$ cat src/rtl/pps_pkg.sv
// ----------------------------------------------------------------------------
// pps_pkg
// shared types and constants of the polygon plane clipper
// ----------------------------------------------------------------------------
`default_nettype none

package pps_pkg;

    localparam int COORD_W  = 16;
    localparam int COUNT_W  = 6;
    localparam int FRAC_W   = 14;
    localparam int FIFO_DEPTH = 4;
    localparam int FIFO_PTR_W = 2;

    // configuration register indexes
    localparam logic [1:0] CFG_NORMAL_X     = 2'd0;
    localparam logic [1:0] CFG_NORMAL_Y     = 2'd1;
    localparam logic [1:0] CFG_NORMAL_Z     = 2'd2;
    localparam logic [1:0] CFG_PLANE_OFFSET = 2'd3;

    // classified vertex handed from front to back
    typedef struct packed {
        logic signed [COORD_W-1:0] x;
        logic signed [COORD_W-1:0] y;
        logic signed [COORD_W-1:0] z;
        logic signed [COORD_W-1:0] dot;
        logic                      in_plane;
        logic                      last;
    } item_t;

    typedef enum logic [3:0] {
        ST_FETCH,
        ST_EDGE,
        ST_CROSS,
        ST_DIV,
        ST_MUL,
        ST_POINT,
        ST_CUR,
        ST_ADVANCE,
        ST_FINISH
    } back_state_t;

endpackage

`default_nettype wire

$ cat src/rtl/pps_fifo.sv
// ----------------------------------------------------------------------------
// pps_fifo
// short queue of classified vertices between front and back
// ----------------------------------------------------------------------------
`default_nettype none

module pps_fifo
    import pps_pkg::*;
(
    input  wire logic  clk,
    input  wire logic  rst_n,
    input  wire logic  push_valid,
    output logic       push_ready,
    input  wire item_t push_item,
    output logic       pop_valid,
    input  wire logic  pop_ready,
    output item_t      pop_item
);

    item_t                 mem [FIFO_DEPTH];
    logic [FIFO_PTR_W-1:0] wr_ptr_reg;
    logic [FIFO_PTR_W-1:0] rd_ptr_reg;
    logic [FIFO_PTR_W:0]   count_reg;
    logic                  do_push;
    logic                  do_pop;

    assign push_ready = count_reg != (FIFO_PTR_W+1)'(FIFO_DEPTH);
    assign pop_valid  = count_reg != '0;
    assign do_push    = push_valid && push_ready;
    assign do_pop     = pop_valid && pop_ready;
    assign pop_item   = mem[rd_ptr_reg];

    always_ff @(posedge clk)
    begin
        if (do_push)
        begin
            mem[wr_ptr_reg] <= push_item;
        end
    end

    always_ff @(posedge clk or negedge rst_n)
    begin
        if (!rst_n)
        begin
            wr_ptr_reg <= '0;
            rd_ptr_reg <= '0;
            count_reg  <= '0;
        end
        else
        begin
            if (do_push)
            begin
                wr_ptr_reg <= wr_ptr_reg + 1'b1;
            end
            if (do_pop)
            begin
                rd_ptr_reg <= rd_ptr_reg + 1'b1;
            end
            if (do_push && !do_pop)
            begin
                count_reg <= count_reg + 1'b1;
            end
            else if (do_pop && !do_push)
            begin
                count_reg <= count_reg - 1'b1;
            end
        end
    end

endmodule

`default_nettype wire

$ cat config.mk
export PLATFORM = sky130hd
export DESIGN_NAME = pps_fifo
export DESIGN_NICKNAME = d
export VERILOG_FILES = /design/src/rtl/pps_pkg.sv /design/src/rtl/pps_fifo.sv
export SDC_FILE = /design/constraint.sdc
export NUM_CORES = 1
export LEC_CHECK = 0
export BUFFER_PORTS_ARGS = -buffer_cell sky130_fd_sc_hd__clkbuf_2
export CAP_MARGIN = 40
export CORE_UTILIZATION = 61
export DETAILED_ROUTE_END_ITERATION = 6
export PLACE_DENSITY_LB_ADDON = 0.12
export SETUP_SLACK_MARGIN = 0.15
export SLEW_MARGIN = 20
export SYNTH_ARGS = -nofsm -noshare
export SYNTH_HDL_FRONTEND = slang
export SYNTH_SLANG_ARGS = --single-unit
$ cat constraint.sdc
create_clock -name clk -period 6.23 [get_ports clk]
set_clock_uncertainty 0.2 [all_clocks]
set_input_delay 0 -clock clk [delete_from_list [all_inputs] [get_ports clk]]
set_output_delay 0 -clock clk [all_outputs]
set_load 0.005 [all_outputs]
==> flow_metrics.tcl <==
set metrics [dict create \
    netlist_instances 380 \
    min_period_ns 2.95 \
    num_rows 46 \
    syn_to_final_growth_pct 25.0 \
    fin_ws_ns 3.28 \
    leakagePower_nw 4.35 \
    detailed_place_hpwl_um 10000 \
    grtUsageTotal_pct 21.7 \
    p_seq_share_pct 47.0 \
    crit_path_end_kind "primary output" \
    portBuffers 137 \
    diodes 0 \
    intPower_w 0.00404 \
    cts_buffer_depth 3 \
    antenna_found_initial 0 \
    drc 0 \
    clockPowerShare_pct 26.4 \
    clock_latency_ns 0.51 \
    detail_route.iter0.violations 283 \
    first_pass_iters 4 \
    clk_pin_slew_ns 0.06 \
    grt_max_degree 39 \
    status "finished clean" \
    cts_buffers 27 \
    wire_per_inst_um 20.5 \
    power_w 0.00553 \
    gp_congestion 0.698 \
    tns_ns 0 \
    drive_gt1_share_pct 40.7 \
    drt-total-wl_um 17300 \
    ys_ff_latch 271 \
    hold_slack_ns 0.0468 \
    maxCapViolations 0 \
    grt_pass1_wl_um 26700 \
    largest_reg_flops 264 \
    vias 4617 \
    p_per_area_nw_per_um2 444 \
    finalSetupViolations 0 \
    cts_root_buf "clkbuf_16" \
    cp_max_fo 27 \
    path_class "reg2out" \
    synth_cell_types 20 \
    design.portCount 138 \
    drv_slew 0 \
    yosysWarningCount 0 \
    dieArea_um2 16800 \
    peakVddDrop_mv 0.273 \
    post-cts-setup-buffers 0 \
    pre_cts_ws_ns 3.72 \
    syn_area_um2 9950 \
    worst_slew_pin_slew_ns 0.557 \
    required_ns 6.03 \
    fp.dieW_um 130 \
    hold_viol 0 \
    first_global_vias 5000 \
    cts_htree_levels 1 \
    cts.sinks 271 \
    fmax_ghz 0.339 \
    die_h_um 130 \
    syn_area_per_cell_um2 26.2 \
    critPathArrivalTime_ns 2.75 \
    cts_tree "done" \
    dp_cells 725 \
    postRouteAntennaNets 0 \
    synth_seq_area_share_pct 81.4 \
    grt_remaining_overflow 0 \
    core-area_um2 15900 \
    fin_cells 843 \
    viasPerCell 5.48 \
    slew_headroom_pct 62.8 \
    start_util_pct 62.7 \
    rsz0062_at_grt "no" \
    hold_path.class "in2reg" \
    p_sw_share_pct 26.9 \
    power_frac_comb_pct 26.6 \
    fillers 897 \
    synth.net_count 456 \
    power.switching_w 0.00149 \
    fin_nets 684 \
    min_period_over_period_pct 47.3 \
    cts_resized 0 \
    startpoint_type "flip-flop" \
]
-- power groups by stage --
stage               Clock, W  Combinational (W)  Sequential, W
finish               0.00146            0.00147        0.00260
global route         0.00156            0.00160        0.00264
CTS                  0.00149            0.00151        0.00261
detailed placement         0            0.00146        0.00265
global placement           0            0.00133        0.00268
floorplan                  0            0.00101        0.00253
-- final timing paths --
check	slack (ns)	startpoint	endpoint	cells past startpoint
worst min register to register	0.36	count_reg[2]	count_reg[2]	1
worst min-delay path	0.05	push_item[22]	mem[2][22]	2
max in group asynchronous	5.24	rst_n	rd_ptr_reg[1]	3
worst max-delay path	3.28	rd_ptr_reg[0]	pop_item[58]	4
min in group asynchronous	0.28	rst_n	count_reg[0]	3
worst max register to register	3.82	count_reg[1]	count_reg[2]	8
-- cell usage after synthesis --
| library cell | number | area share (%) |
|---|---|---|
| a21boi_2 | 1 | 0.11 |
| and2_1 | 4 | 0.25 |
| buf_1 | 3 | 0.11 |
| buf_12 | 3 | 0.60 |
| buf_2 | 4 | 0.20 |
| buf_4 | 4 | 0.30 |
| buf_6 | 1 | 0.11 |
| dfrtp_1 | 7 | 1.8 |
| edfxtp_1 | 264 | 80 |
| fa_1 | 1 | 0.20 |
| ha_1 | 5 | 0.63 |
| inv_1 | 3 | 0.11 |
| mux2_2 | 2 | 0.23 |
| mux4_2 | 66 | 15 |
| nand2_1 | 2 | 0.075 |
| nand3_1 | 1 | 0.050 |
| nor2_1 | 2 | 0.075 |
| or3_1 | 1 | 0.063 |
| xnor2_1 | 4 | 0.35 |
| xor2_1 | 2 | 0.18 |
-- routing by layer --
layer | part of all wire (%) | routed length, µm | GRT usage [%] | vias up
met1 | 40 | 6990 | 29.1 | 2359
met4 | 1.8 | 310 | 6.43 | 0
met2 | 53 | 9120 | 37.3 | 146
met3 | 5.2 | 899 | 3.49 | 26
li1 | - | - | - | 2086
met5 | 0 | 0 | 0 | -
-- metrics by stage --
step,area [µm²],util (%)
CTS,12400,78.3
global route,12400,78.3
finish,12400,78.3
global placement,10800,68.0
detailed placement,10900,68.8
floorplan,9950,-
-- worst max-delay path: stages (launching register included) --
cell      delay (ns)
dfrtp_4         0.79
buf_4           0.47
buf_12          0.28
mux4_2          0.55
clkbuf_2        0.13
-- timing repair --
action,4_1_cts,5_1_grt
endpoints found under the hold margin,278,0
hold buffers,70,0
setup endpoints to repair,0,0
-- cell usage in the layout, fill, tap and decap left out --
cell type / netlist / layout
clkinvlp_4: 0 / 1
nor2_1: 2 / 2
clkbuf_16: 0 / 27
clkinv_1: 0 / 4
mux2_2: 2 / 2
nand3_1: 1 / 1
inv_1: 3 / 3
clkbuf_2: 0 / 137
dfrtp_4: 0 / 2
ha_1: 5 / 5
mux4_2: 66 / 66
dfrtp_1: 7 / 5
clkinv_4: 0 / 1
edfxtp_1: 264 / 264
and2_4: 0 / 4
buf_12: 3 / 5
buf_4: 4 / 1
xor2_1: 2 / 2
dlygate4sd3_1: 0 / 70
xnor2_1: 4 / 4
a21boi_2: 1 / 1
nand2_1: 2 / 2
or3_1: 1 / 1
clkinv_2: 0 / 3
buf_16: 0 / 1
fa_1: 1 / 1
clkbuf_8: 0 / 4
clkbuf_1: 0 / 8
-- cells by family (layout without fill, tap and decap cells) --
| family | count (synthesis) | after routing | synth area share, % |
|---|---|---|---|
| compound gates | 1 | 1 | 0.113 |
| xor+xnor | 6 | 6 | 0.528 |
| buf+inv | 18 | 265 | 1.45 |
| mux | 68 | 68 | 15.2 |
| fa+ha+maj | 6 | 6 | 0.830 |
| flops | 271 | 271 | 81.4 |
| simple gates | 10 | 10 | 0.515 |
-- layout make-up --
class | count | area, µm² | area share [%]
sequential | 271 | 8110 | 65.2
multi-input combinational | 91 | 1720 | 13.8
timing repair buffer | 214 | 1520 | 12.2
clock buffer | 39 | 761 | 6.12
tap | 216 | 270 | 2.17
clock inverter | 9 | 46.3 | 0.372
inverter | 3 | 11.3 | 0.0905
(Power assumes the default switching activity.)
