File: config.mk
export PLATFORM = sky130hd
export DESIGN_NAME = pps_front
export DESIGN_NICKNAME = d
export VERILOG_FILES = /design/src/rtl/pps_pkg.sv /design/src/rtl/pps_front.sv
export SDC_FILE = /design/constraint.sdc
export NUM_CORES = 2
export LEC_CHECK = 0
export BUFFER_PORTS_ARGS = -buffer_cell sky130_fd_sc_hd__buf_2
export CAP_MARGIN = 30
export CORE_ASPECT_RATIO = 1.25
export CORE_MARGIN = 2
export CORE_UTILIZATION = 45
export CTS_BUF_LIST = sky130_fd_sc_hd__clkbuf_16
export DETAILED_ROUTE_END_ITERATION = 16
export GPL_TIMING_DRIVEN = 0
export PLACE_DENSITY = 0.58
export SYNTH_ARGS = -nofsm -noshare
export SYNTH_HDL_FRONTEND = slang
export SYNTH_SLANG_ARGS = --single-unit
File: constraint.sdc
create_clock -name clk -period 6.7 [get_ports clk]
set_clock_uncertainty 0.15 [all_clocks]
set_input_delay 1.34 -clock clk [delete_from_list [all_inputs] [get_ports clk]]
set_output_delay 1.34 -clock clk [all_outputs]
set_load 0.01 [all_outputs]
File: src/rtl/pps_pkg.sv
// ----------------------------------------------------------------------------
// pps_pkg
// shared types and constants of the polygon plane clipper
// ----------------------------------------------------------------------------
`default_nettype none

package pps_pkg;

    localparam int COORD_W  = 16;
    localparam int COUNT_W  = 6;
    localparam int FRAC_W   = 14;
    localparam int FIFO_DEPTH = 4;
    localparam int FIFO_PTR_W = 2;

    // configuration register indexes
    localparam logic [1:0] CFG_NORMAL_X     = 2'd0;
    localparam logic [1:0] CFG_NORMAL_Y     = 2'd1;
    localparam logic [1:0] CFG_NORMAL_Z     = 2'd2;
    localparam logic [1:0] CFG_PLANE_OFFSET = 2'd3;

    // classified vertex handed from front to back
    typedef struct packed {
        logic signed [COORD_W-1:0] x;
        logic signed [COORD_W-1:0] y;
        logic signed [COORD_W-1:0] z;
        logic signed [COORD_W-1:0] dot;
        logic                      in_plane;
        logic                      last;
    } item_t;

    typedef enum logic [3:0] {
        ST_FETCH,
        ST_EDGE,
        ST_CROSS,
        ST_DIV,
        ST_MUL,
        ST_POINT,
        ST_CUR,
        ST_ADVANCE,
        ST_FINISH
    } back_state_t;

endpackage

`default_nettype wire

File: src/rtl/pps_front.sv
// ----------------------------------------------------------------------------
// pps_front
// accepts vertices, forms the plane dot product and the inside flag
// ----------------------------------------------------------------------------
`default_nettype none

module pps_front
    import pps_pkg::*;
#(
    parameter int DOT_SHIFT = 15
)
(
    input  wire logic                      clk,
    input  wire logic                      rst_n,
    input  wire logic                      in_valid,
    output logic                           in_ready,
    input  wire logic signed [COORD_W-1:0] in_x,
    input  wire logic signed [COORD_W-1:0] in_y,
    input  wire logic signed [COORD_W-1:0] in_z,
    input  wire logic                      in_last,
    input  wire logic signed [COORD_W-1:0] normal_x,
    input  wire logic signed [COORD_W-1:0] normal_y,
    input  wire logic signed [COORD_W-1:0] normal_z,
    input  wire logic signed [COORD_W-1:0] plane_offset,
    output logic                           push_valid,
    input  wire logic                      push_ready,
    output item_t                          push_item
);

    logic                      s1_valid_reg;
    logic signed [31:0]        px_reg;
    logic signed [31:0]        py_reg;
    logic signed [31:0]        pz_reg;
    logic signed [COORD_W-1:0] vx_reg;
    logic signed [COORD_W-1:0] vy_reg;
    logic signed [COORD_W-1:0] vz_reg;
    logic                      last_reg;
    logic signed [33:0]        sum;
    logic signed [COORD_W-1:0] dot;
    logic                      load;

    assign in_ready   = !s1_valid_reg || push_ready;
    assign load       = in_valid && in_ready;
    assign push_valid = s1_valid_reg;

    always_ff @(posedge clk or negedge rst_n)
    begin
        if (!rst_n)
        begin
            s1_valid_reg <= 1'b0;
        end
        else if (in_ready)
        begin
            s1_valid_reg <= in_valid;
        end
    end

    always_ff @(posedge clk)
    begin
        if (load)
        begin
            px_reg   <= in_x * normal_x;
            py_reg   <= in_y * normal_y;
            pz_reg   <= in_z * normal_z;
            vx_reg   <= in_x;
            vy_reg   <= in_y;
            vz_reg   <= in_z;
            last_reg <= in_last;
        end
    end

    // floor shift and wrap to 16 bits is a plain bit slice
    always_comb
    begin
        sum = 34'(px_reg) + 34'(py_reg) + 34'(pz_reg);
        dot = sum[DOT_SHIFT+COORD_W-1:DOT_SHIFT];
        push_item.x        = vx_reg;
        push_item.y        = vy_reg;
        push_item.z        = vz_reg;
        push_item.dot      = dot;
        push_item.in_plane = dot >= plane_offset;
        push_item.last     = last_reg;
    end

endmodule

`default_nettype wire

==> run summary <==
For this run, the number of Yosys warnings is 0. The logs give 62 for the distinct cell type count after synthesis and 35100 µm² for the netlist area before placement. The run gives 0.379 ns as the worst hold-check slack. The worst pin sits at a relative slew slack of 53.8%. The number of logic stages on the critical path including buffering came out at 22.

The wire length reported by the detailed router is 94300 µm. The final setup slack of the worst path was -0.260 ns; the highest clock frequency the design can meet was 144 MHz. Register area: 4290 µm².

The later pin in the worst-skew pair is clocked with a latency of 0.46 ns. The reg-to-reg critical path startpoint was push_valid. The cell family contributing the most delay on the critical path is adder cells. After synthesis, the largest family of logic cells by area is adder cells. Following the worst setup path forward leads to its endpoint at px_reg[27]. The run gives 7143 as the number of fillers in the final layout. Setup repair after global routing could not meet its margin everywhere. For the cell row count, the log shows 114. The run finished, with violations left.

The total of hold buffers inserted after clock tree synthesis is 0. The share of synthesized cell area in full adder, half adder and majority cells is 55.7%, and the post-layout minimum cycle time is 6.96 ns. For the slack of the worst reg-to-reg path, the log shows 4.48 ns.

Count of routing violations after the opening detailed-route iteration: 1192. STA puts the critical path data required time at 6.74 ns. The die is 254 µm wide. The worst path uses 104% of the clock period.

The placeable core region was 77300 µm²; the slew at the pin closest to its max-slew limit was 0.693 ns. For this run, the total global-route usage over all layers was measured as 24.9%. The synthesized netlist devotes 13.3% of its cell area to simple gates. The count of endpoints failing setup in the final report is 14, and the portion of netlist area occupied by mux cells is 0.0285%. For this block, the via count after detailed routing is 24968. Worst flop-to-flop path endpoint: pz_reg[28]. The root buffer cell is clkbuf_16. During placement, the flow inserted port buffers numbering 184.

The tightest min-delay check is of the reg2reg type. The total number of H-tree levels is 4, and the via count of the first global-routing pass is 27247. The global placer's final weighted congestion is 0.931. The biggest fanout along the worst timing path was 10; the number of nets in the synthesized netlist was 4743. Signed area change from the synthesized netlist to the final layout: 20.1%. After detailed routing, the average wire length per cell comes to 19.1 µm. The die covers 80200 µm². The kind of start point of the critical path was an input pin. For the final HPWL from detailed placement, the log shows 78200 µm. The run gives 5091 as the net count reported at finish. The share of cells above drive strength 1 is 17.3%. The average cell area after synthesis is 9.90 µm², and the buffers plus inverters on the worst setup path is 6. The endpoint type of the worst setup path was a register. Traced cell by cell, the critical path runs through buf_4, clkbuf_16, nand2_1, fa_1, inv_1, fa_1, fa_2, fa_2, fa_1, inv_2, fa_1, inv_2, ha_4, a21o_1, a221oi_4, o221ai_2, nor4_4, o31ai_4, buf_4, a31o_2, a21oi_4, xnor2_4.

The count of nets left with antenna violations once routing finished came out at 0. In the synthesized netlist the async set-or-reset flop fraction comes to 0.699%. In the routed layout, each cell is associated on average with a via count of 5.04.

The number of enable flip-flop cells after synthesis came out at 142. The class of the most critical setup path is in2reg. Data arrives at the worst endpoint at 7.00 ns. The complex-gate fraction of the synthesized area was 4.94%; the multi-input gate area in the final layout was 28200 µm².

Among the stages of the critical path, the cell type that occurs most often is fa_1. TritonCTS built the clock tree. The slowest stage of the critical path belongs to the cell fa_2. In this run, CTS created clock tree buffers numbering 17. The run gives 3544 as the count of mapped cells out of synthesis. For the number of pins with negative max-slew slack in the final report, the log shows 0. The sequential area share after synthesis is 12.2%. For this run, the leading register cell type out of synthesis is edfxtp_1. Once the floorplan was initialized, standard cells occupied 45.4% of the core.

Across the run, the number of max-cap violations was 0. The first detailed-routing pass took 5 iterations. The final reports fail on setup timing. The longest individual stage delay on the worst path is 0.63 ns, and the sum of overflow across all layers after global routing is 0. The critical path starts at normal_x[9]. For the largest net degree at the start of global routing, the log shows 66.

For the number of failing hold endpoints at the final stage, the log shows 0. After clock tree synthesis, the clock-pin slew on the worst setup and hold paths is 0.06 ns. No sink is reached through more buffers than the 2 on the longest clock path. The die is 316 µm tall. In the routed design, unresolved DRC markers number 0. The clock net in this run drives a total of 143 sinks. The initial antenna violation count is 6, and the number of cells on the worst reg-to-reg path is 4. Pin placement for this block handled 185 I/O pins. Synthesized-area fraction occupied by xor and xnor cells: 3.15%. The synthesis-stage register bit count works out to 143. Timing analysis after detailed placement gives a worst setup slack of -1.60 ns. Global-route wire length before repair: 150000 µm.
-- routing by layer --
layer  global-route usage (%)  part of all wire [%]  vias to the layer above  routed length (µm)
li1                         -                     -                    11263                   -
met1                     30.3                    39                    12870               36700
met2                     44.6                    52                      618               49300
met3                     2.67                   3.7                      213                3500
met4                     11.1                   5.1                        4                4830
met5                        0                 0.028                        -                  26
-- kinds of logic after synthesis --
logic type / Yosys count
AOI/OAI and AO/OA: 251
xor gates and xnor gates: 126
buffers and inverters: 997
adders and majority gates: 1082
muxes: 1
DFF: 143
and+or+nand+nor: 944
-- how the worst min path moves through the flow --
stage | from | endpoint | slack (ns) | cells past startpoint
2_1_floorplan | push_valid | push_valid | 0.47 | 2
3_3_place_gp | push_valid | push_valid | 0.35 | 2
3_5_place_dp | push_valid | push_valid | 0.37 | 2
4_1_cts | push_valid | push_valid | 0.39 | 2
5_1_grt | push_valid | push_valid | 0.42 | 2
6_report | push_valid | push_valid | 0.38 | 2
-- tightest hold or removal path, stage by stage (launching register included) --
cell,delay [ns]
dfrtp_1,0.34
nand2b_1,0.08
nand2b_1,0.07
-- Yosys cell counts, drive strengths merged (3+ instances only) --
master / count / area [µm²]
o22ai: 3 / 18.8
clkbuf: 96 / 360
nor2: 82 / 308
inv: 900 / 3380
o2111ai: 3 / 26.3
and2: 355 / 2220
nand2: 395 / 1480
nor3: 20 / 100
o21a: 31 / 233
or3: 4 / 25.0
nand3b: 4 / 30.0
o31ai: 7 / 62.6
a211o: 3 / 26.3
nand2b: 29 / 181
a311oi: 3 / 26.3
a211oi: 7 / 52.6
ha: 285 / 3570
o21bai: 15 / 113
xor2: 33 / 289
a31oi: 6 / 37.5
a21oi: 69 / 360
a21o: 27 / 203
xnor2: 93 / 815
a31o: 5 / 43.8
and3: 10 / 62.6
nor2b: 8 / 50.1
fa: 797 / 16000
a2111oi: 6 / 97.6
o21ai: 46 / 234
edfxtp: 142 / 4260
o211ai: 5 / 37.5
nand4: 7 / 43.8
nand3: 23 / 115
-- stage by stage --
stage	instances	instance area, µm²	TNS, ns	util (%)
after CTS	4867	40600	-1.48	52.5
after floorplan	3544	35600	-0.619	-
final	4951	42100	-1.98	54.5
after global placement	4772	37800	-129.47	48.9
after global routing	4949	42100	-4.76	54.5
after detailed placement	4774	37900	-36.49	49.0
-- what timing repair did --
item                                    4_1_cts  5_1_grt
gates resized for setup                     366      239
gates cloned                                  3        6
pin swaps                                    83       97
buffers inserted                             63       85
endpoints found under the setup margin       34       35
-- layout by cell type, fill, tap and decap left out, types with 44 or more instances in the layout --
master	netlist	layout
inv_1	900	865
and2_1	355	341
nor2_1	82	75
xnor2_1	93	82
ha_1	285	253
fa_1	797	771
a21oi_1	65	49
buf_4	1	161
edfxtp_1	142	142
clkbuf_16	0	44
nand2_1	395	380
buf_2	0	97
-- final cells by class --
| type | count | share of cell area [%] |
|---|---|---|
| antenna | 2 | 0.0119 |
| buffer | 94 | 3.60 |
| clock buffer | 17 | 1.01 |
| clock inverter | 15 | 0.377 |
| inverter | 900 | 8.05 |
| multi-input combinational | 2404 | 67.1 |
| sequential | 143 | 10.2 |
| tap | 1044 | 3.10 |
| timing repair buffer | 332 | 6.58 |
Power is not shown: default switching activity piles up to over one toggle a cycle in this logic, so the estimate is an artifact.
