**config.mk**
```make
export PLATFORM = sky130hd
export DESIGN_NAME = pps_back
export DESIGN_NICKNAME = d
export VERILOG_FILES = /design/src/rtl/pps_pkg.sv /design/src/rtl/pps_div.sv /design/src/rtl/pps_back.sv
export SDC_FILE = /design/constraint.sdc
export NUM_CORES = 2
export LEC_CHECK = 0
export BUFFER_PORTS_ARGS = -buffer_cell sky130_fd_sc_hd__clkbuf_2
export CORE_MARGIN = 1
export CORE_UTILIZATION = 40
export CTS_CLUSTER_DIAMETER = 80
export DETAILED_ROUTE_END_ITERATION = 8
export SLEW_MARGIN = 10
export SYNTH_ARGS = -nofsm -noshare
export SYNTH_HDL_FRONTEND = slang
export SYNTH_SLANG_ARGS = --single-unit
```
**constraint.sdc**
```tcl
create_clock -name clk -period 14.85 [get_ports clk]
set_clock_uncertainty 0.1 [all_clocks]
set_input_delay 0.7425 -clock clk [delete_from_list [all_inputs] [get_ports clk]]
set_output_delay 0.7425 -clock clk [all_outputs]
set_load 0.005 [all_outputs]
```
**src/rtl/pps_pkg.sv**
```systemverilog
// ----------------------------------------------------------------------------
// pps_pkg
// shared types and constants of the polygon plane clipper
// ----------------------------------------------------------------------------
`default_nettype none

package pps_pkg;

    localparam int COORD_W  = 16;
    localparam int COUNT_W  = 6;
    localparam int FRAC_W   = 14;
    localparam int FIFO_DEPTH = 4;
    localparam int FIFO_PTR_W = 2;

    // configuration register indexes
    localparam logic [1:0] CFG_NORMAL_X     = 2'd0;
    localparam logic [1:0] CFG_NORMAL_Y     = 2'd1;
    localparam logic [1:0] CFG_NORMAL_Z     = 2'd2;
    localparam logic [1:0] CFG_PLANE_OFFSET = 2'd3;

    // classified vertex handed from front to back
    typedef struct packed {
        logic signed [COORD_W-1:0] x;
        logic signed [COORD_W-1:0] y;
        logic signed [COORD_W-1:0] z;
        logic signed [COORD_W-1:0] dot;
        logic                      in_plane;
        logic                      last;
    } item_t;

    typedef enum logic [3:0] {
        ST_FETCH,
        ST_EDGE,
        ST_CROSS,
        ST_DIV,
        ST_MUL,
        ST_POINT,
        ST_CUR,
        ST_ADVANCE,
        ST_FINISH
    } back_state_t;

endpackage

`default_nettype wire

```
**src/rtl/pps_div.sv**
```systemverilog
// ----------------------------------------------------------------------------
// pps_div
// bit-serial signed divider for the intersection parameter
// ----------------------------------------------------------------------------
`default_nettype none

module pps_div
    import pps_pkg::*;
(
    input  wire logic                      clk,
    input  wire logic                      rst_n,
    input  wire logic                      start,
    input  wire logic signed [COORD_W:0]   num,
    input  wire logic signed [COORD_W:0]   den,
    output logic                           done,
    output logic signed [COORD_W-1:0]      t
);

    localparam int QW = COORD_W + 1 + FRAC_W;

    logic                      busy_reg;
    logic                      done_reg;
    logic [4:0]                cnt_reg;
    logic [COORD_W+1:0]        rem_reg;
    logic [QW-1:0]             qr_reg;
    logic [COORD_W:0]          dmag_reg;
    logic                      neg_reg;
    logic signed [COORD_W-1:0] t_reg;
    logic [COORD_W:0]          nmag;
    logic [COORD_W:0]          dmag;
    logic [COORD_W+1:0]        rem_sh;
    logic                      ge;
    logic [QW-1:0]             q_new;

    assign nmag   = num[COORD_W] ? 17'(-num) : 17'(num);
    assign dmag   = den[COORD_W] ? 17'(-den) : 17'(den);
    assign rem_sh = {rem_reg[COORD_W:0], qr_reg[QW-1]};
    assign ge     = rem_sh >= {1'b0, dmag_reg};
    assign q_new  = {qr_reg[QW-2:0], ge};
    assign done   = done_reg;
    assign t      = t_reg;

    always_ff @(posedge clk or negedge rst_n)
    begin
        if (!rst_n)
        begin
            busy_reg <= 1'b0;
            done_reg <= 1'b0;
            cnt_reg  <= '0;
        end
        else
        begin
            done_reg <= 1'b0;
            if (start)
            begin
                if (den == '0)
                begin
                    done_reg <= 1'b1;
                end
                else
                begin
                    busy_reg <= 1'b1;
                    cnt_reg  <= 5'(QW - 1);
                end
            end
            else if (busy_reg)
            begin
                cnt_reg <= cnt_reg - 1'b1;
                if (cnt_reg == '0)
                begin
                    busy_reg <= 1'b0;
                    done_reg <= 1'b1;
                end
            end
        end
    end

    always_ff @(posedge clk)
    begin
        if (start)
        begin
            rem_reg  <= '0;
            qr_reg   <= {nmag, {FRAC_W{1'b0}}};
            dmag_reg <= dmag;
            neg_reg  <= num[COORD_W] ^ den[COORD_W];
            t_reg    <= '0;
        end
        else if (busy_reg)
        begin
            rem_reg <= ge ? rem_sh - {1'b0, dmag_reg} : rem_sh;
            qr_reg  <= q_new;
            // only the low 16 quotient bits survive the wrap
            if (cnt_reg == '0)
            begin
                t_reg <= neg_reg ? -q_new[COORD_W-1:0] : q_new[COORD_W-1:0];
            end
        end
    end

endmodule

`default_nettype wire

```
**src/rtl/pps_back.sv**
```systemverilog
// ----------------------------------------------------------------------------
// pps_back
// edge sequencer: emits kept vertices, intersections and the end marker
// ----------------------------------------------------------------------------
`default_nettype none

module pps_back
    import pps_pkg::*;
#(
    parameter int MAX_OUT_VERTICES = 63
)
(
    input  wire logic                      clk,
    input  wire logic                      rst_n,
    input  wire logic                      pop_valid,
    output logic                           pop_ready,
    input  wire item_t                     pop_item,
    input  wire logic signed [COORD_W-1:0] plane_offset,
    output logic                           m_tvalid,
    input  wire logic                      m_tready,
    output logic [55:0]                    m_tdata,
    output logic                           m_tlast
);

    localparam int CAP_INT = (MAX_OUT_VERTICES < 63) ? MAX_OUT_VERTICES : 63;
    localparam logic [COUNT_W-1:0] CAP = COUNT_W'(CAP_INT);

    back_state_t               state_reg;
    back_state_t               state_next;
    item_t                     cur_reg;
    item_t                     first_reg;
    logic signed [COORD_W-1:0] prev_x_reg;
    logic signed [COORD_W-1:0] prev_y_reg;
    logic signed [COORD_W-1:0] prev_z_reg;
    logic signed [COORD_W-1:0] prev_dot_reg;
    logic                      prev_in_reg;
    logic                      have_first_reg;
    logic                      closing_reg;
    logic [1:0]                cc_reg;
    logic [COUNT_W-1:0]        ec_reg;
    logic signed [32:0]        prod_x_reg;
    logic signed [32:0]        prod_y_reg;
    logic signed [32:0]        prod_z_reg;
    logic                      ov_reg;
    logic                      olast_reg;
    logic [55:0]               odata_reg;

    logic signed [COORD_W-1:0] e_x;
    logic signed [COORD_W-1:0] e_y;
    logic signed [COORD_W-1:0] e_z;
    logic signed [COORD_W-1:0] e_dot;
    logic                      e_in;
    logic                      slot_free;
    logic                      crossing;
    logic                      emit;
    logic                      emit_end;
    logic [47:0]               emit_xyz;
    logic                      div_start;
    logic                      div_done;
    logic signed [COORD_W-1:0] div_t;
    logic signed [COORD_W:0]   div_num;
    logic signed [COORD_W:0]   div_den;
    logic signed [COORD_W:0]   diff_x;
    logic signed [COORD_W:0]   diff_y;
    logic signed [COORD_W:0]   diff_z;
    logic signed [COORD_W-1:0] pt_x;
    logic signed [COORD_W-1:0] pt_y;
    logic signed [COORD_W-1:0] pt_z;

    // the closing edge runs back to the first vertex
    always_comb
    begin
        e_x   = closing_reg ? first_reg.x   : cur_reg.x;
        e_y   = closing_reg ? first_reg.y   : cur_reg.y;
        e_z   = closing_reg ? first_reg.z   : cur_reg.z;
        e_dot = closing_reg ? first_reg.dot : cur_reg.dot;
        e_in  = closing_reg ? (first_reg.dot >= plane_offset) : cur_reg.in_plane;
    end

    assign slot_free = !ov_reg || m_tready;
    assign crossing  = prev_in_reg != e_in;
    assign div_num   = 17'(plane_offset) - 17'(prev_dot_reg);
    assign div_den   = 17'(e_dot) - 17'(prev_dot_reg);
    assign diff_x    = 17'(e_x) - 17'(prev_x_reg);
    assign diff_y    = 17'(e_y) - 17'(prev_y_reg);
    assign diff_z    = 17'(e_z) - 17'(prev_z_reg);
    assign pt_x      = prev_x_reg + prod_x_reg[29:14];
    assign pt_y      = prev_y_reg + prod_y_reg[29:14];
    assign pt_z      = prev_z_reg + prod_z_reg[29:14];

    pps_div u_div (
        .clk   (clk),
        .rst_n (rst_n),
        .start (div_start),
        .num   (div_num),
        .den   (div_den),
        .done  (div_done),
        .t     (div_t)
    );

    always_comb
    begin
        state_next = state_reg;
        unique case (state_reg)
            ST_FETCH:
            begin
                if (pop_valid)
                begin
                    if (!have_first_reg || cc_reg == 2'd3)
                    begin
                        state_next = ST_ADVANCE;
                    end
                    else if (cc_reg == 2'd2)
                    begin
                        state_next = ST_CUR;
                    end
                    else
                    begin
                        state_next = ST_EDGE;
                    end
                end
            end
            ST_EDGE:
            begin
                if (!prev_in_reg || slot_free)
                begin
                    state_next = ST_CROSS;
                end
            end
            ST_CROSS:
            begin
                if (crossing)
                begin
                    state_next = ST_DIV;
                end
                else
                begin
                    state_next = closing_reg ? ST_FINISH : ST_ADVANCE;
                end
            end
            ST_DIV:
            begin
                if (div_done)
                begin
                    state_next = ST_MUL;
                end
            end
            ST_MUL:
            begin
                state_next = ST_POINT;
            end
            ST_POINT:
            begin
                if (slot_free)
                begin
                    if (cc_reg == 2'd1 && e_in && !closing_reg)
                    begin
                        state_next = ST_CUR;
                    end
                    else
                    begin
                        state_next = closing_reg ? ST_FINISH : ST_ADVANCE;
                    end
                end
            end
            ST_CUR:
            begin
                if (slot_free)
                begin
                    state_next = ST_ADVANCE;
                end
            end
            ST_ADVANCE:
            begin
                if (!cur_reg.last)
                begin
                    state_next = ST_FETCH;
                end
                else
                begin
                    state_next = (cc_reg < 2'd2) ? ST_EDGE : ST_FINISH;
                end
            end
            ST_FINISH:
            begin
                if (slot_free)
                begin
                    state_next = ST_FETCH;
                end
            end
            default:
            begin
                state_next = ST_FETCH;
            end
        endcase
    end

    always_comb
    begin
        pop_ready = 1'b0;
        div_start = 1'b0;
        emit      = 1'b0;
        emit_end  = 1'b0;
        emit_xyz  = '0;
        unique case (state_reg)
            ST_FETCH:
            begin
                pop_ready = 1'b1;
            end
            ST_EDGE:
            begin
                emit     = prev_in_reg && slot_free;
                emit_xyz = {prev_z_reg, prev_y_reg, prev_x_reg};
            end
            ST_CROSS:
            begin
                div_start = crossing;
            end
            ST_POINT:
            begin
                emit     = slot_free;
                emit_xyz = {pt_z, pt_y, pt_x};
            end
            ST_CUR:
            begin
                emit     = slot_free;
                emit_xyz = {cur_reg.z, cur_reg.y, cur_reg.x};
            end
            ST_FINISH:
            begin
                emit     = slot_free;
                emit_end = 1'b1;
            end
            default:
            begin
                emit = 1'b0;
            end
        endcase
    end

    always_ff @(posedge clk or negedge rst_n)
    begin
        if (!rst_n)
        begin
            state_reg      <= ST_FETCH;
            have_first_reg <= 1'b0;
            closing_reg    <= 1'b0;
            cc_reg         <= '0;
            ec_reg         <= '0;
            prev_in_reg    <= 1'b0;
            ov_reg         <= 1'b0;
        end
        else
        begin
            state_reg <= state_next;
            if (m_tready)
            begin
                ov_reg <= 1'b0;
            end
            if (emit)
            begin
                ov_reg <= 1'b1;
                if (!emit_end && ec_reg < CAP)
                begin
                    ec_reg <= ec_reg + 1'b1;
                end
            end
            if (state_reg == ST_FETCH && pop_valid)
            begin
                closing_reg <= 1'b0;
                if (!have_first_reg)
                begin
                    have_first_reg <= 1'b1;
                    cc_reg         <= '0;
                    ec_reg         <= '0;
                end
            end
            if (state_reg == ST_POINT && slot_free)
            begin
                cc_reg <= (cc_reg == 2'd1 && !e_in) ? 2'd3 : cc_reg + 1'b1;
            end
            if (state_reg == ST_ADVANCE)
            begin
                prev_in_reg <= cur_reg.in_plane;
                if (cur_reg.last && cc_reg < 2'd2)
                begin
                    closing_reg <= 1'b1;
                end
            end
            if (state_reg == ST_FINISH && slot_free)
            begin
                have_first_reg <= 1'b0;
                closing_reg    <= 1'b0;
                cc_reg         <= '0;
                ec_reg         <= '0;
                prev_in_reg    <= 1'b0;
            end
        end
    end

    always_ff @(posedge clk)
    begin
        if (state_reg == ST_FETCH && pop_valid)
        begin
            cur_reg <= pop_item;
            if (!have_first_reg)
            begin
                first_reg <= pop_item;
            end
        end
        if (state_reg == ST_ADVANCE)
        begin
            prev_x_reg   <= cur_reg.x;
            prev_y_reg   <= cur_reg.y;
            prev_z_reg   <= cur_reg.z;
            prev_dot_reg <= cur_reg.dot;
        end
        if (state_reg == ST_MUL)
        begin
            prod_x_reg <= diff_x * div_t;
            prod_y_reg <= diff_y * div_t;
            prod_z_reg <= diff_z * div_t;
        end
        if (emit)
        begin
            olast_reg <= emit_end;
            if (emit_end)
            begin
                odata_reg <= {1'b0, (ec_reg > 6'd1), ec_reg, 48'b0};
            end
            else
            begin
                odata_reg <= {8'b0, emit_xyz};
            end
        end
    end

    assign m_tvalid = ov_reg;
    assign m_tdata  = odata_reg;
    assign m_tlast  = olast_reg;

endmodule

`default_nettype wire

```
==> summary.txt <==
Worst hold path
  – HP Class: primary input to asynchronous set/reset pin

Synth
  – Synth Area in Adders: 39.9%
  – EDFF count, synth: 333
  – Post-synthesis register bit count: 403
  – Synth Cell Area: 50600 um2
  – Multiplexer area fraction after synthesis: 2.18%
  – Largest family of logic cells by synthesized area: adder cells
  – Synth Area in Simple Gates: between 10% and 20%
  – FFs w/ async S/R, synth: 5.71%
  – Synth Area in XOR/XNOR: about 4.7%
  – Synth Instances: 5179
  – Synth Area in Compound Gates: 7.45%
  – Syn nets: between 6000 and 7000
  – Yosys cell types: 86
  – Warnings, synthesis: 0
  – Sequential share of the synthesized area: a little under a quarter
  – Avg Cell Area, Syn: 9.76 um2
  – Post-synth top flop: edfxtp_1

Floorplanning
  – Initial Utilization: just over 40%
  – Floorplan Core Area: 126000 um2
  – Width of the chip: 358 um
  – DIE AREA: 128000 um2
  – Die H: 358 um
  – Site Rows: 130
  – # IOs: 145

STA
  – RSZ-0062 raised after global routing: no
  – Max Slew Vio Count: 0
  – Slew margin rel.: 28.5%
  – Final hold vios: 0
  – Final Cycle Share: just under 70%
  – Final setup vio count: 0
  – Fin crit period: slightly above 10 ns
  – Slew @ Worst Pin: 1.07 ns
  – Final TNS setup: 0 ns
  – Maximum clock frequency: 97.5 MHz

Drt
  – Drt first pass iters: 8
  – Post-route DRC: 0
  – Post-route ant nets: 0
  – Starting DRT DRC Count: between 1500 and 2000
  – Vias: 35000
  – Post-Route WL: 129000 um
  – WL/cell: 18.6 um
  – Drt via density: slightly above 5

Clocking
  – PostCTS Resize Cnt: 0
  – CTS Buffer Depth: 3
  – H-tree depth: 2
  – Hold-fix buffers at CTS: 0
  – Sink Count: 403
  – CTS clock-pin slew for the worst setup and hold paths: 0.07 ns
  – Root buf cell: clkbuf_16
  – Num CTS Buffers: 43
  – CTS tree: yes
  – Post-CTS Setup Bufs: 0
  – Clock Latency Late Sink: 0.60 ns

Critical path
  – Critical path type: register to register
  – Worst setup path startpoint: closing_reg
  – Crit-path most repeated cell: fa_1
  – Slowest CP cell: dfrtp_4
  – Worst EP arrival: approximately 10 ns
  – Reg2Reg Setup Slack: 4.59 ns
  – Max FO, Critical Path: 23
  – Critical R2R Launch: closing_reg
  – Worst Setup Start Kind: register
  – Worst R2R End: prod_z_reg[29]
  – Worst EP required: 15.08 ns
  – Worst reg2reg path depth: 36
  – CP endpoint: prod_z_reg[29]
  – Crit path largest cell delay: a little under 0.7 ns
  – Crit end category: register

Global route
  – Vias in the first global route: about 37000
  – Initial antenna violation count: 8
  – Largest net degree at the start of global routing: 66
  – First-pass GRT wire length: around 210000 um
  – Grt ovf: 0
  – Total Routing Usage GR: approximately a fifth

Layout
  – Commonest non-fill, non-tap cell in the layout: inv_1
  – Post-layout net count: about 6500
  – Fillers: 12100
  – Max reg flops: 66
  – Layout cells sized above 1: 8.06%
  – Synth-to-Final Area Change: 8.38%
  – Most frequent cells in the layout: inv_1, fa_1, nand2_1

Placed design
  – Global placement routability congestion: 0.870
  – DP HPWL: 98800 um
  – Port buffer count: 143

Flow run
  – Max Cap Viol: 0

Status
  – Status: finished clean
## worst min-delay path by stage
stage / start / cells after the start / slack, ns / end
5_1_grt: rst_n / 1 / 0.09 / u_div.cnt_reg[1]
4_1_cts: rst_n / 1 / 0.03 / u_div.cnt_reg[1]
3_3_place_gp: cur_reg[8] / 0 / 0.33 / prev_dot_reg[6]
6_report: rst_n / 1 / 0.05 / u_div.cnt_reg[1]
2_1_floorplan: cur_reg[12] / 0 / 0.32 / prev_dot_reg[10]
3_5_place_dp: cur_reg[10] / 0 / 0.33 / prev_dot_reg[8]
## worst max-delay path, delay by kind of cell, from the launching register on
family,cells,cell delay (ns)
simple gates,5,1.10
buf+inv,5,0.46
mux,1,0.26
fa+ha+maj,9,3.85
compound gates,14,3.29
flops,1,0.68
xor+xnor,2,0.21
## cells in the mapped netlist (all sizes together), types with 11 or more instances
cell / instances / share of area [%]
fa: 755 / 30
nand2b: 45 / 0.56
nand3: 59 / 0.58
a21oi: 132 / 1.3
and2: 366 / 4.5
nor2: 215 / 1.6
o21a: 30 / 0.45
mux2: 65 / 1.4
ha: 402 / 9.9
o211ai: 12 / 0.18
a22oi: 54 / 0.80
nor2b: 51 / 0.63
edfxtp: 333 / 20
o31ai: 18 / 0.29
o21bai: 22 / 0.33
a211oi: 32 / 0.49
mux2i: 37 / 0.73
inv: 1087 / 8.1
xor2: 74 / 1.3
a21o: 43 / 0.64
nor3: 70 / 0.69
nand4: 14 / 0.17
clkbuf: 180 / 1.3
dfrtp: 23 / 1.1
buf: 20 / 0.18
nor4: 11 / 0.15
and3: 14 / 0.17
dfxtp: 47 / 1.9
xnor2: 200 / 3.5
nand2: 488 / 3.6
a31oi: 24 / 0.30
o21ai: 137 / 1.4
## layout make-up
cell class                 count  area, um2  share of cell area, %
timing repair buffer         224       1320                   2.42
antenna                        5       12.5                 0.0228
sequential                   403      11500                   21.1
inverter                    1089       4090                   7.46
clock inverter                31        279                  0.509
tap                         1650       2060                   3.77
clock buffer                  49       1160                   2.12
multi-input combinational   3487      34300                   62.7
## per-stage QoR
| stage | setup slack, ns | area [um2] | hold WS, ns | util [%] | cells |
|---|---|---|---|---|---|
| after floorplan | 4.83 | 50600 | 0.322 | - | 5179 |
| after global placement | 4.70 | 53300 | 0.329 | 42.5 | 6853 |
| after detailed placement | 4.61 | 53300 | 0.333 | 42.5 | 6853 |
| after CTS | 4.57 | 54800 | 0.0298 | 43.6 | 6933 |
| after global routing | 3.93 | 54800 | 0.0877 | 43.6 | 6938 |
| final | 4.59 | 54800 | 0.0543 | 43.6 | 6938 |
## cells by family (layout without fill, tap and decap cells)
logic type | Yosys count | after routing
simple gates | 1378 | 1378
compound gates | 573 | 573
mux | 102 | 102
flops | 403 | 403
xor+xnor | 274 | 274
other cells | 1 | 6
buf+inv | 1289 | 1393
fa+ha+maj | 1159 | 1159
## layer usage
| metal | up-vias | wire, um | GRT usage (%) |
|---|---|---|---|
| li1 | 16400 | - | - |
| met1 | 17600 | 57000 | 27.8 |
| met2 | 794 | 62000 | 35.4 |
| met3 | 187 | 5990 | 2.44 |
| met4 | 6 | 3780 | 6.18 |
| met5 | - | 103 | 0.370 |
Power is left out: the tool's default activity adds up to more than one toggle a clock period on the data nets, which glitch-free logic cannot reach.
